### config.mk
export PLATFORM = sky130hd
export DESIGN_NAME = ascii_target_to_diff_drive
export DESIGN_NICKNAME = d
export VERILOG_FILES = /design/src/rtl/core/atdd_pkg.sv /design/src/rtl/core/atdd_front.sv /design/src/rtl/core/atdd_queue.sv /design/src/rtl/core/atdd_back.sv /design/src/rtl/core/ascii_target_to_diff_drive.sv
export SDC_FILE = /design/constraint.sdc
export NUM_CORES = 1
export LEC_CHECK = 0
export BUFFER_PORTS_ARGS = -buffer_cell sky130_fd_sc_hd__buf_2
export CAP_MARGIN = 20
export CORE_MARGIN = 2
export CORE_UTILIZATION = 40
export DETAILED_ROUTE_END_ITERATION = 10
export GPL_ROUTABILITY_DRIVEN = 0
export GPL_TIMING_DRIVEN = 0
export PLACE_DENSITY = 0.63
export SLEW_MARGIN = 20
export SYNTH_ARGS = -nofsm -noshare
export SYNTH_HDL_FRONTEND = slang
export SYNTH_SLANG_ARGS = --single-unit
### constraint.sdc
create_clock -name clk -period 7.1 [get_ports clk]
set_clock_uncertainty 0.2 [all_clocks]
set_input_delay 0.355 -clock clk [delete_from_list [all_inputs] [get_ports clk]]
set_output_delay 0.355 -clock clk [all_outputs]
set_load 0.02 [all_outputs]
### src/rtl/core/atdd_pkg.sv
package atdd_pkg;

    localparam int ADDR_W = 5;
    localparam int DATA_W = 32;

    localparam logic [2:0] REG_BACK_WIDTH     = 3'd0;
    localparam logic [2:0] REG_CREEP_WIDTH    = 3'd1;
    localparam logic [2:0] REG_MODERATE_WIDTH = 3'd2;
    localparam logic [2:0] REG_CENTER_COLUMN  = 3'd3;
    localparam logic [2:0] REG_STEER_DEADBAND = 3'd4;
    localparam logic [2:0] REG_REVERSE_SPEED  = 3'd5;
    localparam logic [2:0] REG_MODERATE_SPEED = 3'd6;
    localparam logic [2:0] REG_FAST_SPEED     = 3'd7;

    localparam logic [14:0] RST_BACK_WIDTH     = 15'd480;
    localparam logic [14:0] RST_CREEP_WIDTH    = 15'd400;
    localparam logic [14:0] RST_MODERATE_WIDTH = 15'd350;
    localparam logic [11:0] RST_CENTER_COLUMN  = 12'd320;
    localparam logic [11:0] RST_STEER_DEADBAND = 12'd40;
    localparam logic [9:0]  RST_REVERSE_SPEED  = 10'd550;
    localparam logic [9:0]  RST_MODERATE_SPEED = 10'd700;
    localparam logic [9:0]  RST_FAST_SPEED     = 10'd750;

    localparam logic [7:0] CH_NUL   = 8'd0;
    localparam logic [7:0] CH_TAB   = 8'd9;
    localparam logic [7:0] CH_NL    = 8'd10;
    localparam logic [7:0] CH_CR    = 8'd13;
    localparam logic [7:0] CH_SPACE = 8'd32;
    localparam logic [7:0] CH_PLUS  = 8'd43;
    localparam logic [7:0] CH_COMMA = 8'd44;
    localparam logic [7:0] CH_MINUS = 8'd45;
    localparam logic [7:0] CH_ZERO  = 8'd48;
    localparam logic [7:0] CH_NINE  = 8'd57;

    localparam logic [2:0] FIELD_X     = 3'd0;
    localparam logic [2:0] FIELD_WIDTH = 3'd2;
    localparam logic [2:0] FIELD_LIMIT = 3'd4;

    localparam logic [15:0] ACC_LIMIT = 16'd32768;
    localparam logic [15:0] POS_LIMIT = 16'd32767;

    localparam logic [1:0] MODE_STOP     = 2'd0;
    localparam logic [1:0] MODE_FORWARD  = 2'd1;
    localparam logic [1:0] MODE_BACKWARD = 2'd2;

    typedef enum logic [2:0] {
        PH_SKIP = 3'b001,
        PH_NUM  = 3'b010,
        PH_DONE = 3'b100
    } phase_t;

    typedef enum logic [1:0] {
        K_STOP  = 2'd0,
        K_BACK  = 2'd1,
        K_STEER = 2'd2
    } kind_t;

    typedef struct packed {
        logic [14:0] back_width_limit;
        logic [14:0] creep_width_limit;
        logic [14:0] moderate_width_limit;
        logic [11:0] center_column;
        logic [11:0] steer_deadband;
        logic [9:0]  reverse_speed;
        logic [9:0]  moderate_speed;
        logic [9:0]  fast_speed;
    } cfg_t;

    typedef struct packed {
        logic [15:0] x;
        logic [15:0] width;
    } target_t;

    typedef struct packed {
        kind_t       kind;
        logic [9:0]  base;
        logic [17:0] err;
    } steer_t;

endpackage

### src/rtl/core/atdd_front.sv
module atdd_front #(
    parameter int LINE_BYTES = 32
) (
    input  logic               clk,
    input  logic               rst_n,
    input  logic               in_valid,
    output logic               in_ready,
    input  logic [7:0]         rx_byte,
    output logic               push_valid,
    input  logic               push_ready,
    output atdd_pkg::target_t  push_data
);

    localparam int CW = $clog2(LINE_BYTES);
    localparam logic [CW-1:0] LAST_COUNT = CW'(LINE_BYTES - 1);

    logic [CW-1:0]       byte_count_reg, byte_count_next;
    logic [2:0]          field_number_reg, field_number_next;
    atdd_pkg::phase_t    phase_reg, phase_next;
    logic                minus_reg, minus_next;
    logic [15:0]         acc_reg, acc_next;
    logic                text_ended_reg, text_ended_next;
    logic [15:0]         pend_x_reg, pend_x_next;
    logic [15:0]         pend_w_reg, pend_w_next;
    logic                w_seen_reg, w_seen_next;
    logic [15:0]         last_w_reg, last_w_next;

    logic        accept;
    logic        is_nl;
    logic        is_space;
    logic        is_digit;
    logic        live;
    logic        do_finish;
    logic        num_byte;
    logic [15:0] field_val;
    logic [19:0] acc_mul;
    logic        nl_finish;
    logic [15:0] line_x;
    logic [15:0] line_w;

    assign in_ready = push_ready;
    assign accept   = in_valid && in_ready;
    assign is_nl    = (rx_byte == atdd_pkg::CH_NL);
    assign is_space = (rx_byte == atdd_pkg::CH_SPACE)
                   || ((rx_byte >= atdd_pkg::CH_TAB) && (rx_byte <= atdd_pkg::CH_CR));
    assign is_digit = (rx_byte >= atdd_pkg::CH_ZERO) && (rx_byte <= atdd_pkg::CH_NINE);
    assign live     = !text_ended_reg && (field_number_reg < atdd_pkg::FIELD_LIMIT);

    assign field_val = minus_reg ? (16'd0 - acc_reg)
                     : ((acc_reg > atdd_pkg::POS_LIMIT) ? atdd_pkg::POS_LIMIT : acc_reg);

    assign acc_mul = ({4'd0, acc_reg} << 3) + ({4'd0, acc_reg} << 1)
                   + {16'd0, rx_byte[3:0]};

    assign nl_finish = live;
    assign line_x = (nl_finish && field_number_reg == atdd_pkg::FIELD_X) ? field_val
                  : pend_x_reg;
    assign line_w = (nl_finish && field_number_reg == atdd_pkg::FIELD_WIDTH) ? field_val
                  : (w_seen_reg ? pend_w_reg : last_w_reg);

    assign push_valid      = accept && is_nl;
    assign push_data.x     = line_x;
    assign push_data.width = line_w;

    always_comb
    begin
        byte_count_next   = byte_count_reg;
        field_number_next = field_number_reg;
        phase_next        = phase_reg;
        minus_next        = minus_reg;
        acc_next          = acc_reg;
        text_ended_next   = text_ended_reg;
        pend_x_next       = pend_x_reg;
        pend_w_next       = pend_w_reg;
        w_seen_next       = w_seen_reg;
        last_w_next       = last_w_reg;
        do_finish         = 1'b0;
        num_byte          = 1'b0;

        if (accept)
        begin
            if (is_nl)
            begin
                last_w_next = line_w;
            end
            else if (byte_count_reg < LAST_COUNT)
            begin
                byte_count_next = byte_count_reg + CW'(1);
                if (live)
                begin
                    if (rx_byte == atdd_pkg::CH_NUL)
                    begin
                        do_finish       = 1'b1;
                        text_ended_next = 1'b1;
                    end
                    else if (rx_byte == atdd_pkg::CH_COMMA)
                    begin
                        do_finish         = 1'b1;
                        field_number_next = field_number_reg + 3'd1;
                        phase_next        = atdd_pkg::PH_SKIP;
                        minus_next        = 1'b0;
                        acc_next          = 16'd0;
                    end
                    else
                    begin
                        case (phase_reg)
                            atdd_pkg::PH_SKIP:
                            begin
                                if (!is_space)
                                begin
                                    phase_next = atdd_pkg::PH_NUM;
                                    if (rx_byte == atdd_pkg::CH_MINUS)
                                        minus_next = 1'b1;
                                    else if (rx_byte != atdd_pkg::CH_PLUS)
                                        num_byte = 1'b1;
                                end
                            end
                            atdd_pkg::PH_NUM:
                            begin
                                num_byte = 1'b1;
                            end
                            default:
                            begin
                                num_byte = 1'b0;
                            end
                        endcase
                        if (num_byte)
                        begin
                            if (is_digit)
                                acc_next = (acc_mul > {4'd0, atdd_pkg::ACC_LIMIT})
                                         ? atdd_pkg::ACC_LIMIT : acc_mul[15:0];
                            else
                                phase_next = atdd_pkg::PH_DONE;
                        end
                    end
                end
            end

            // newline or overlong line: restart the line
            if (is_nl || !(byte_count_reg < LAST_COUNT))
            begin
                byte_count_next   = '0;
                field_number_next = atdd_pkg::FIELD_X;
                phase_next        = atdd_pkg::PH_SKIP;
                minus_next        = 1'b0;
                acc_next          = 16'd0;
                text_ended_next   = 1'b0;
                pend_x_next       = 16'd0;
                pend_w_next       = 16'd0;
                w_seen_next       = 1'b0;
            end
            else if (do_finish)
            begin
                if (field_number_reg == atdd_pkg::FIELD_X)
                    pend_x_next = field_val;
                else if (field_number_reg == atdd_pkg::FIELD_WIDTH)
                begin
                    pend_w_next = field_val;
                    w_seen_next = 1'b1;
                end
            end
        end
    end

    always_ff @(posedge clk or negedge rst_n)
    begin
        if (!rst_n)
        begin
            byte_count_reg   <= '0;
            field_number_reg <= atdd_pkg::FIELD_X;
            phase_reg        <= atdd_pkg::PH_SKIP;
            minus_reg        <= 1'b0;
            acc_reg          <= 16'd0;
            text_ended_reg   <= 1'b0;
            pend_x_reg       <= 16'd0;
            pend_w_reg       <= 16'd0;
            w_seen_reg       <= 1'b0;
            last_w_reg       <= 16'd0;
        end
        else
        begin
            byte_count_reg   <= byte_count_next;
            field_number_reg <= field_number_next;
            phase_reg        <= phase_next;
            minus_reg        <= minus_next;
            acc_reg          <= acc_next;
            text_ended_reg   <= text_ended_next;
            pend_x_reg       <= pend_x_next;
            pend_w_reg       <= pend_w_next;
            w_seen_reg       <= w_seen_next;
            last_w_reg       <= last_w_next;
        end
    end

endmodule

### src/rtl/core/atdd_queue.sv
module atdd_queue (
    input  logic               clk,
    input  logic               rst_n,
    input  logic               push_valid,
    output logic               push_ready,
    input  atdd_pkg::target_t  push_data,
    output logic               pop_valid,
    input  logic               pop_ready,
    output atdd_pkg::target_t  pop_data
);

    atdd_pkg::target_t mem [2];

    logic       wr_ptr_reg, wr_ptr_next;
    logic       rd_ptr_reg, rd_ptr_next;
    logic [1:0] count_reg, count_next;
    logic       do_push;
    logic       do_pop;

    assign push_ready = (count_reg != 2'd2);
    assign pop_valid  = (count_reg != 2'd0);
    assign pop_data   = mem[rd_ptr_reg];
    assign do_push    = push_valid && push_ready;
    assign do_pop     = pop_valid && pop_ready;

    always_comb
    begin
        wr_ptr_next = wr_ptr_reg ^ do_push;
        rd_ptr_next = rd_ptr_reg ^ do_pop;
        count_next  = count_reg + {1'b0, do_push} - {1'b0, do_pop};
    end

    always_ff @(posedge clk)
    begin
        if (do_push)
            mem[wr_ptr_reg] <= push_data;
    end

    always_ff @(posedge clk or negedge rst_n)
    begin
        if (!rst_n)
        begin
            wr_ptr_reg <= 1'b0;
            rd_ptr_reg <= 1'b0;
            count_reg  <= 2'd0;
        end
        else
        begin
            wr_ptr_reg <= wr_ptr_next;
            rd_ptr_reg <= rd_ptr_next;
            count_reg  <= count_next;
        end
    end

endmodule

### src/rtl/core/atdd_back.sv
module atdd_back #(
    parameter int MAX_DUTY = 799
) (
    input  logic               clk,
    input  logic               rst_n,
    input  atdd_pkg::cfg_t     cfg,
    input  logic               pop_valid,
    output logic               pop_ready,
    input  atdd_pkg::target_t  pop_data,
    output logic               out_valid,
    input  logic               out_ready,
    output logic [1:0]         drive_mode,
    output logic [9:0]         left_duty,
    output logic [9:0]         right_duty
);

    localparam logic signed [19:0] DUTY_CAP = 20'(MAX_DUTY);

    logic             a_valid_reg;
    atdd_pkg::steer_t a_reg, a_next;
    logic             o_valid_reg;
    logic [1:0]       mode_reg, mode_next;
    logic [9:0]       left_reg, left_next;
    logic [9:0]       right_reg, right_next;

    logic a_ready;
    logic b_ready;

    logic signed [16:0] w_ext;
    logic signed [15:0] half_w;
    logic signed [17:0] err_a;

    logic signed [17:0] err_b;
    logic        [17:0] mag;
    logic signed [19:0] base_b;
    logic signed [19:0] twice;
    logic signed [19:0] l_raw;
    logic signed [19:0] r_raw;
    logic signed [19:0] l_clip;
    logic signed [19:0] r_clip;

    assign b_ready   = !o_valid_reg || out_ready;
    assign a_ready   = !a_valid_reg || b_ready;
    assign pop_ready = a_ready;

    // classify the target and form the column error
    always_comb
    begin
        w_ext  = $signed({pop_data.width[15], pop_data.width});
        half_w = ($signed(pop_data.width) + $signed({15'd0, pop_data.width[15]})) >>> 1;
        err_a  = $signed({{2{pop_data.x[15]}}, pop_data.x})
               + $signed({{2{half_w[15]}}, half_w})
               - $signed({6'd0, cfg.center_column});

        a_next.err  = err_a;
        a_next.base = cfg.fast_speed;
        a_next.kind = atdd_pkg::K_STEER;
        if (pop_data.width == 16'd0)
        begin
            a_next.kind = atdd_pkg::K_STOP;
        end
        else if (w_ext > $signed({2'd0, cfg.back_width_limit}))
        begin
            a_next.kind = atdd_pkg::K_BACK;
            a_next.base = cfg.reverse_speed;
        end
        else if (w_ext > $signed({2'd0, cfg.creep_width_limit}))
        begin
            a_next.base = {1'b0, cfg.reverse_speed[9:1]};
        end
        else if (w_ext > $signed({2'd0, cfg.moderate_width_limit}))
        begin
            a_next.base = cfg.moderate_speed;
        end
    end

    // resolve duties
    always_comb
    begin
        err_b  = $signed(a_reg.err);
        mag    = err_b[17] ? 18'(-err_b) : a_reg.err;
        base_b = $signed({10'd0, a_reg.base});
        twice  = $signed({err_b[17], a_reg.err, 1'b0});
        l_raw  = base_b + twice;
        r_raw  = base_b - twice;
        l_clip = l_raw[19] ? 20'sd0 : ((l_raw > DUTY_CAP) ? DUTY_CAP : l_raw);
        r_clip = r_raw[19] ? 20'sd0 : ((r_raw > DUTY_CAP) ? DUTY_CAP : r_raw);

        mode_next  = atdd_pkg::MODE_STOP;
        left_next  = 10'd0;
        right_next = 10'd0;
        case (a_reg.kind)
            atdd_pkg::K_STOP:
            begin
                mode_next = atdd_pkg::MODE_STOP;
            end
            atdd_pkg::K_BACK:
            begin
                mode_next  = atdd_pkg::MODE_BACKWARD;
                left_next  = a_reg.base;
                right_next = a_reg.base;
            end
            atdd_pkg::K_STEER:
            begin
                if (mag <= {6'd0, cfg.steer_deadband})
                begin
                    mode_next  = atdd_pkg::MODE_FORWARD;
                    left_next  = a_reg.base;
                    right_next = a_reg.base;
                end
                else if ((l_clip != 20'sd0) || (r_clip != 20'sd0))
                begin
                    mode_next  = atdd_pkg::MODE_FORWARD;
                    left_next  = l_clip[9:0];
                    right_next = r_clip[9:0];
                end
            end
            default:
            begin
                mode_next = atdd_pkg::MODE_STOP;
            end
        endcase
    end

    always_ff @(posedge clk)
    begin
        if (pop_valid && a_ready)
            a_reg <= a_next;
        if (a_valid_reg && b_ready)
        begin
            mode_reg  <= mode_next;
            left_reg  <= left_next;
            right_reg <= right_next;
        end
    end

    always_ff @(posedge clk or negedge rst_n)
    begin
        if (!rst_n)
        begin
            a_valid_reg <= 1'b0;
            o_valid_reg <= 1'b0;
        end
        else
        begin
            if (a_ready)
                a_valid_reg <= pop_valid;
            if (b_ready)
                o_valid_reg <= a_valid_reg;
        end
    end

    assign out_valid  = o_valid_reg;
    assign drive_mode = mode_reg;
    assign left_duty  = left_reg;
    assign right_duty = right_reg;

endmodule

### src/rtl/core/ascii_target_to_diff_drive.sv
// Channel   Handshake               Payload
// in        in_valid / in_ready     rx_byte
// out       out_valid / out_ready   drive_mode, left_duty, right_duty
// cfg       psel / penable / pwrite paddr, pwdata, prdata (pready tied high)
//
// One byte per cycle is taken while the queue has room; the parser finishes each
// byte in the cycle it arrives. A newline's target passes through a two-entry queue
// and a two-stage drive pipeline (classify, then registered drive outputs) to out.
// in_ready drops only while the queue is full; out stalls back up through it.
// Reset clears parser, queue and pipeline control; registers take their defaults.
module ascii_target_to_diff_drive #(
    parameter int LINE_BYTES = 32,
    parameter int MAX_DUTY   = 799
) (
    input  logic                        clk,
    input  logic                        rst_n,
    input  logic                        in_valid,
    output logic                        in_ready,
    input  logic [7:0]                  rx_byte,
    output logic                        out_valid,
    input  logic                        out_ready,
    output logic [1:0]                  drive_mode,
    output logic [9:0]                  left_duty,
    output logic [9:0]                  right_duty,
    input  logic                        psel,
    input  logic                        penable,
    input  logic                        pwrite,
    input  logic [atdd_pkg::ADDR_W-1:0] paddr,
    input  logic [atdd_pkg::DATA_W-1:0] pwdata,
    output logic [atdd_pkg::DATA_W-1:0] prdata,
    output logic                        pready
);

    atdd_pkg::cfg_t    cfg_reg;
    logic              wr_en;
    logic [2:0]        reg_idx;
    logic              push_valid;
    logic              push_ready;
    atdd_pkg::target_t push_data;
    logic              pop_valid;
    logic              pop_ready;
    atdd_pkg::target_t pop_data;

    assign pready  = 1'b1;
    assign wr_en   = psel && penable && pwrite && pready;
    assign reg_idx = paddr[4:2];

    always_ff @(posedge clk or negedge rst_n)
    begin
        if (!rst_n)
        begin
            cfg_reg.back_width_limit     <= atdd_pkg::RST_BACK_WIDTH;
            cfg_reg.creep_width_limit    <= atdd_pkg::RST_CREEP_WIDTH;
            cfg_reg.moderate_width_limit <= atdd_pkg::RST_MODERATE_WIDTH;
            cfg_reg.center_column        <= atdd_pkg::RST_CENTER_COLUMN;
            cfg_reg.steer_deadband       <= atdd_pkg::RST_STEER_DEADBAND;
            cfg_reg.reverse_speed        <= atdd_pkg::RST_REVERSE_SPEED;
            cfg_reg.moderate_speed       <= atdd_pkg::RST_MODERATE_SPEED;
            cfg_reg.fast_speed           <= atdd_pkg::RST_FAST_SPEED;
        end
        else if (wr_en)
        begin
            case (reg_idx)
                atdd_pkg::REG_BACK_WIDTH:     cfg_reg.back_width_limit     <= pwdata[14:0];
                atdd_pkg::REG_CREEP_WIDTH:    cfg_reg.creep_width_limit    <= pwdata[14:0];
                atdd_pkg::REG_MODERATE_WIDTH: cfg_reg.moderate_width_limit <= pwdata[14:0];
                atdd_pkg::REG_CENTER_COLUMN:  cfg_reg.center_column        <= pwdata[11:0];
                atdd_pkg::REG_STEER_DEADBAND: cfg_reg.steer_deadband       <= pwdata[11:0];
                atdd_pkg::REG_REVERSE_SPEED:  cfg_reg.reverse_speed        <= pwdata[9:0];
                atdd_pkg::REG_MODERATE_SPEED: cfg_reg.moderate_speed       <= pwdata[9:0];
                atdd_pkg::REG_FAST_SPEED:     cfg_reg.fast_speed           <= pwdata[9:0];
                default:                      cfg_reg.fast_speed           <= cfg_reg.fast_speed;
            endcase
        end
    end

    always_comb
    begin
        case (reg_idx)
            atdd_pkg::REG_BACK_WIDTH:     prdata = {17'd0, cfg_reg.back_width_limit};
            atdd_pkg::REG_CREEP_WIDTH:    prdata = {17'd0, cfg_reg.creep_width_limit};
            atdd_pkg::REG_MODERATE_WIDTH: prdata = {17'd0, cfg_reg.moderate_width_limit};
            atdd_pkg::REG_CENTER_COLUMN:  prdata = {20'd0, cfg_reg.center_column};
            atdd_pkg::REG_STEER_DEADBAND: prdata = {20'd0, cfg_reg.steer_deadband};
            atdd_pkg::REG_REVERSE_SPEED:  prdata = {22'd0, cfg_reg.reverse_speed};
            atdd_pkg::REG_MODERATE_SPEED: prdata = {22'd0, cfg_reg.moderate_speed};
            atdd_pkg::REG_FAST_SPEED:     prdata = {22'd0, cfg_reg.fast_speed};
            default:                      prdata = '0;
        endcase
    end

    atdd_front #(
        .LINE_BYTES (LINE_BYTES)
    ) u_front (
        .clk        (clk),
        .rst_n      (rst_n),
        .in_valid   (in_valid),
        .in_ready   (in_ready),
        .rx_byte    (rx_byte),
        .push_valid (push_valid),
        .push_ready (push_ready),
        .push_data  (push_data)
    );

    atdd_queue u_queue (
        .clk        (clk),
        .rst_n      (rst_n),
        .push_valid (push_valid),
        .push_ready (push_ready),
        .push_data  (push_data),
        .pop_valid  (pop_valid),
        .pop_ready  (pop_ready),
        .pop_data   (pop_data)
    );

    atdd_back #(
        .MAX_DUTY (MAX_DUTY)
    ) u_back (
        .clk        (clk),
        .rst_n      (rst_n),
        .cfg        (cfg_reg),
        .pop_valid  (pop_valid),
        .pop_ready  (pop_ready),
        .pop_data   (pop_data),
        .out_valid  (out_valid),
        .out_ready  (out_ready),
        .drive_mode (drive_mode),
        .left_duty  (left_duty),
        .right_duty (right_duty)
    );

endmodule

# [Word level (Yosys, flattened, before mapping)]
# Memories as Yosys holds them, arrays and structs flattened.
# Cells that the tools add are included.
[word_totals] ff_bits=235 ram_bits=64 input_bits=52 out_inout_bits=57 wordCells=233 mem_count=1
[op_classes] addsub=13 n_lt_le_gt_ge=14 n_eq_ne=22 n_mux=96 bitwise=2 reduce_logical=56
[memory_table] memory="u_queue.mem" depth=2 width=32 read_ports=1 rd_ports_with_merged_regs=0 wr=1 line_no="atdd_queue.sv:12" text="atdd_pkg::target_t mem [2];"
[op_table] cell="16-bit 2-to-1 mux" n=21
[op_table] cell="32-bit case mux with 8 select lines" n=1
[op_table] cell="10-bit 2-to-1 mux" n=8
[op_table] cell="16-bit greater-than comparator" n=3
[op_table] cell="3-bit 2-to-1 mux" n=16
[op_table] cell="20-bit by 11-bit greater-than comparator with 1-bit output, second input constant" n=2
[op_table] cell="20-bit 2-to-1 mux" n=2
[op_table] cell="10-bit case mux with 2 select lines" n=2
[op_table] cell="20-bit nonzero test" n=2
[op_table] cell="19-bit 2-to-1 mux" n=2
[op_table] cell="1-bit 2-to-1 mux" n=36
[op_table] cell="8-bit by 6-bit equality test with 1-bit output, second input constant" n=3
[op_table] cell="11-bit by 19-bit adder with 20-bit output" n=1
[op_table] cell="19-bit by 17-bit adder with 20-bit output" n=1
[op_table] cell="20-bit by 4-bit adder with 20-bit output" n=1
[op_table] cell="20-bit by 16-bit greater-than comparator with 1-bit output, second input constant" n=1
[op_table] cell="11-bit by 19-bit subtractor with 20-bit output" n=1
[op_table] cell="18-bit by 12-bit less-or-equal comparator with 1-bit output" n=1
[op_table] cell="18-bit 2-to-1 mux" n=1
[op_table] cell="18-bit negation" n=1
[op_table] cell="2-bit AND reduction" n=9
[op_table] cell="18-bit by 13-bit subtractor with 18-bit output" n=1
[op_table] cell="16-bit by 15-bit adder with 17-bit output" n=1
[op_table] cell="16-bit by 2-bit adder with 16-bit output" n=1
[op_table] cell="other kinds (40)" n=85

# [Logic depth before layout (Yosys ltp)]
[depth] depth_word=18 mapped_depth=24 mapped_depth_nobuf=22

# [Cells and area by module]
# Synthesis repeated with hierarchy kept, for this count alone.
[hier_totals] hier_cells=1969 hier_area_um2=19941.6
[modules_own_cells] module="atdd_back" instances=1 cells_per_inst=868 area_per_inst_um2=7215.7 seq_area_each_um2=1611.5
[modules_own_cells] module="atdd_front" instances=1 cells_per_inst=628 area_per_inst_um2=5378.9 seq_area_each_um2=1953.1
[modules_own_cells] module="ascii_target_to_diff_drive" instances=1 cells_per_inst=350 area_per_inst_um2=4797.1 seq_area_each_um2=2519.9
[modules_own_cells] module="atdd_queue" instances=1 cells_per_inst=123 area_per_inst_um2=2549.9 seq_area_each_um2=2021.9

# [Worst setup path before layout]
# Ideal clock, no wire load.
[synth_timing] path_type="register to register" start="register u_queue.rd_ptr_reg" end="register u_back.a_reg (netlist bit u_back.err_b[14]) (data pin)" setup_time_ps=266 arrival_ps=5006 required_ps=6634 slack_ps=1628 path_stages_with_launch=22 path_buffers=4 synth_period_minus_slack_ps=5472 path_cell_list="dfrtp_1 -> buf_2 -> buf_2 -> clkbuf_1 -> buf_1 -> mux2_2 -> ha_1 -> fa_1 -> a21oi_1 -> o22ai_1 -> o311ai_0 -> nand2_1 -> nor2_1 -> xnor2_1 -> ha_1 -> o21a_1 -> and3_1 -> a211o_1 -> or2_2 -> o21ai_0 -> o221ai_1 -> xor2_1"
[synth_rtl] element="from (decl)" line_no="atdd_queue.sv:15" text="logic rd_ptr_reg, rd_ptr_next;"
[synth_rtl] element="from (signal assigned)" line_no="atdd_queue.sv:50" text="rd_ptr_reg <= rd_ptr_next;"
[synth_rtl] element="to (signal assigned)" line_no="atdd_back.sv:128" text="a_reg <= a_next;"
[synth_rtl] element="to (decl)" line_no="atdd_back.sv:20" text="atdd_pkg::steer_t a_reg, a_next;"

==> key figures <==
Routing
  – Detailed-route DRC error count: 0
  – First-pass DRT Iterations: 6
  – Initial DRC count: roughly 1200
  – Total wire length: 53.36 mm
  – Via-to-Cell Ratio: 5.596
  – Final ANT Viol Nets: 0
  – Wire length per cell: 18.80 um
  – Vias: 15890

Timing
  – Rel. slew slack: a little under a third
  – Worst-margin pin slew: 1.033 ns
  – Final setup fails: 0
  – Fin crit share: 89.49%
  – Final min period: 6.354 ns
  – Final setup TNS: 0 ns
  – RSZ-0062 raised after global routing: false
  – Endpoints failing hold: 0
  – FMAX: 157.4 MHz
  – Setup ws final: 0.7459 ns
  – Max-slew violations: 0

Critical path
  – Worst Path Max Fanout: 10
  – R2r setup slk: around 0.75 ns
  – Startpoint Class: flop
  – Crit Path Class: flop to flop
  – Crit end category: flop
  – Data arrival, critical path: between 6 and 7 ns
  – R2R depth: 21
  – R2R Path End: u_back.err_b[14]
  – Reg-to-Reg Start: u_queue.rd_ptr_reg
  – Critical path required time: 7.17 ns

Synth
  – Sequential element share of the synthesized area: 41.10%
  – Top cells by area, synth: dfrtp_1 (19%), edfxtp_1 (18%), ha_1 (9.4%)
  – #FFs+latches synth: 299
  – Avg Inst Size Synth: between 9 and 10 sq um
  – Top cells by instance count after synthesis: nand2_1 (178), o21ai_0 (156), dfrtp_1 (148), ha_1 (148), inv_1 (137)
  – Most common cell in the netlist: nand2_1
  – Area leader, netlist: dfrtp_1
  – EDFF count, synth: 116
  – Synth Flop Type: dfrtp_1
  – Top cell type's share of synthesized area: 18.78%
  – Total number of yosys warnings: 0
  – Post-Syn Area: 19720 sq um
  – Async S/R FF share, synth: around 61%
  – Distinct cells, synth: 99
  – Post-Syn Instances: 2002

Floorplan
  – Die area: 51100 sq um
  – # IOs: 109
  – Die height: 226.1 um
  – Initial Util: 40.37%
  – FP Rows: 81
  – Die span in x: between 200 and 250 um
  – Core box area: approximately 50000 sq um

Min path
  – Hold depth: 3
  – Hold crit path type: input port to flop
  – Hold path startpoint: rx_byte[1]
  – Hold Path End: u_front.acc_reg[1]

Layout
  – Area Growth Syn to Fin: 14.46%
  – Non-filler cells, final: 2839
  – Share of cells above drive strength 1: 17.11%
  – Nets@finish: approximately 2400
  – Max reg flops: 99

Power and ir drop
  – Total power: 9.520 mW
  – Worst VDD drop: 0.2155 mV
  – Power Density: 421.7 nW/um^2
  – Leakage power: 9.740 nW

Placed design
  – HPWL after DPL: 40.47 mm
  – DP Worst Slack: 0.8095 ns
  – Input/output buffers: 70
  – Dpl cells: 2758

Clock tree
  – Clk_lat worst skew: 0.55 ns
  – CTS Buffer Depth: 3
  – Num CTS Buffers: 34
  – Clk slew on worst S/H paths: 0.07 ns
  – H-tree levels: 2
  – CTS resizes: 0
  – Root buffer cell: clkbuf_16
  – CTS tree: yes
  – Hold-fix buffers, CTS: 18
  – Post-CTS setup buffer count: 0
  – CTS Sinks: 299

Global route
  – First-pass GRT wire length: 84.41 mm
  – GRT overflow: 0
  – Largest net degree at the start of global routing: 78
  – Tot GR Track Use: 20.96%
  – Vias in the first global route: 15610
  – Initial antenna violation count: 1

Status
  – Status: finished, final reports clean

Job
  – Max_cap viols: 0
cell type report:
type	instances	area, sq um
fillers	4627	26280
multi-input cells	1480	10710
flip-flops and latches	299	8107
clock buffers	42	944.7
well taps	664	830.8
repair buffers	94	670.6
inverters	138	518.0
plain buffers	101	481.7
clock inverters	20	314.1
diodes	1	2.502
cell usage in the layout, fill, tap and decap left out, types with 9 or more instances in the layout:
master / count
nand2_1: 178
a22o_1: 17
buf_2: 85
inv_1: 137
o21ai_1: 10
or3_1: 9
edfxtp_1: 116
or4_1: 10
nand3_1: 38
o211ai_1: 14
clkbuf_1: 62
mux2i_1: 34
nor2_1: 113
o21a_1: 16
ha_1: 146
dfstp_2: 35
a211oi_1: 24
nand2b_1: 19
dfrtp_1: 148
nor2b_1: 41
a21oi_1: 107
dlygate4sd3_1: 18
a21o_1: 17
o31ai_1: 17
and3_1: 17
nand4_1: 19
xnor2_1: 63
o21ai_0: 156
a31oi_1: 13
nor3_1: 40
o22ai_1: 12
conb_1: 18
xor2_1: 19
nor3b_1: 15
buf_4: 21
clkbuf_16: 37
mux2_2: 120
stage by stage:
step | hold slack [ns] | utilization [%] | cell area [sq um]
3_3_place_gp | 0.2586 | 42.92 | 20960
2_1_floorplan | -0.1406 | - | 19780
6_report | 0.03538 | 46.21 | 22570
5_1_grt | 0.05471 | 46.21 | 22570
4_1_cts | 0.01241 | 46.21 | 22570
3_5_place_dp | 0.06060 | 43.26 | 21130
per-layer routing:
layer  GRT usage [%]  routed length, um  up-vias
li1                -                  -     7544
met1           27.93              23490     7712
met2           35.07              25030      528
met3           2.979               3234      103
met4           6.855               1611        0
met5               0                  0        -
kinds of logic after synthesis:
family	share of synthesized area [%]
DFF	41.10
buffers and inverters	5.069
AOI/OAI and AO/OA	16.44
and+or+nand+nor	14.67
other	0.03808
xor gates and xnor gates	3.641
adders and majority gates	9.998
muxes	9.034
critical path: stages, from the launching register on:
cell      delay, ns
dfrtp_1        0.31
buf_2          0.22
buf_2          0.31
clkbuf_1       0.48
buf_1          0.52
mux2_2         0.41
ha_1           0.23
fa_1           0.42
a21oi_1        0.21
o22ai_1        0.14
o311ai_0       0.42
nand2_1        0.09
nor2_1         0.13
xnor2_1        0.13
ha_1           0.29
o21a_1         0.21
and3_1         0.17
a211o_1        0.28
or2_2          0.33
o21ai_0        0.23
o221ai_1       0.18
xor2_1         0.18
how the worst max path moves through the flow:
stage,slack (ns),from,endpoint
global placement,0.86,u_queue.rd_ptr_reg,u_back.err_b[14]
floorplan,1.63,u_queue.rd_ptr_reg,u_back.err_b[14]
global route,0.45,u_queue.rd_ptr_reg,u_back.err_b[14]
CTS,0.79,u_queue.rd_ptr_reg,u_back.err_b[14]
finish,0.75,u_queue.rd_ptr_reg,u_back.err_b[14]
detailed placement,0.81,u_queue.rd_ptr_reg,u_back.err_b[14]
power breakdown:
| group | total [mW] | switching (mW) | internal, mW |
|---|---|---|---|
| registers | 2.62 | 0.283 | 2.33 |
| logic | 4.93 | 2.92 | 2.01 |
| clock network | 1.97 | 0.729 | 1.24 |
| total | 9.52 | 3.93 | 5.59 |
Power figures use the tool's default switching activity.
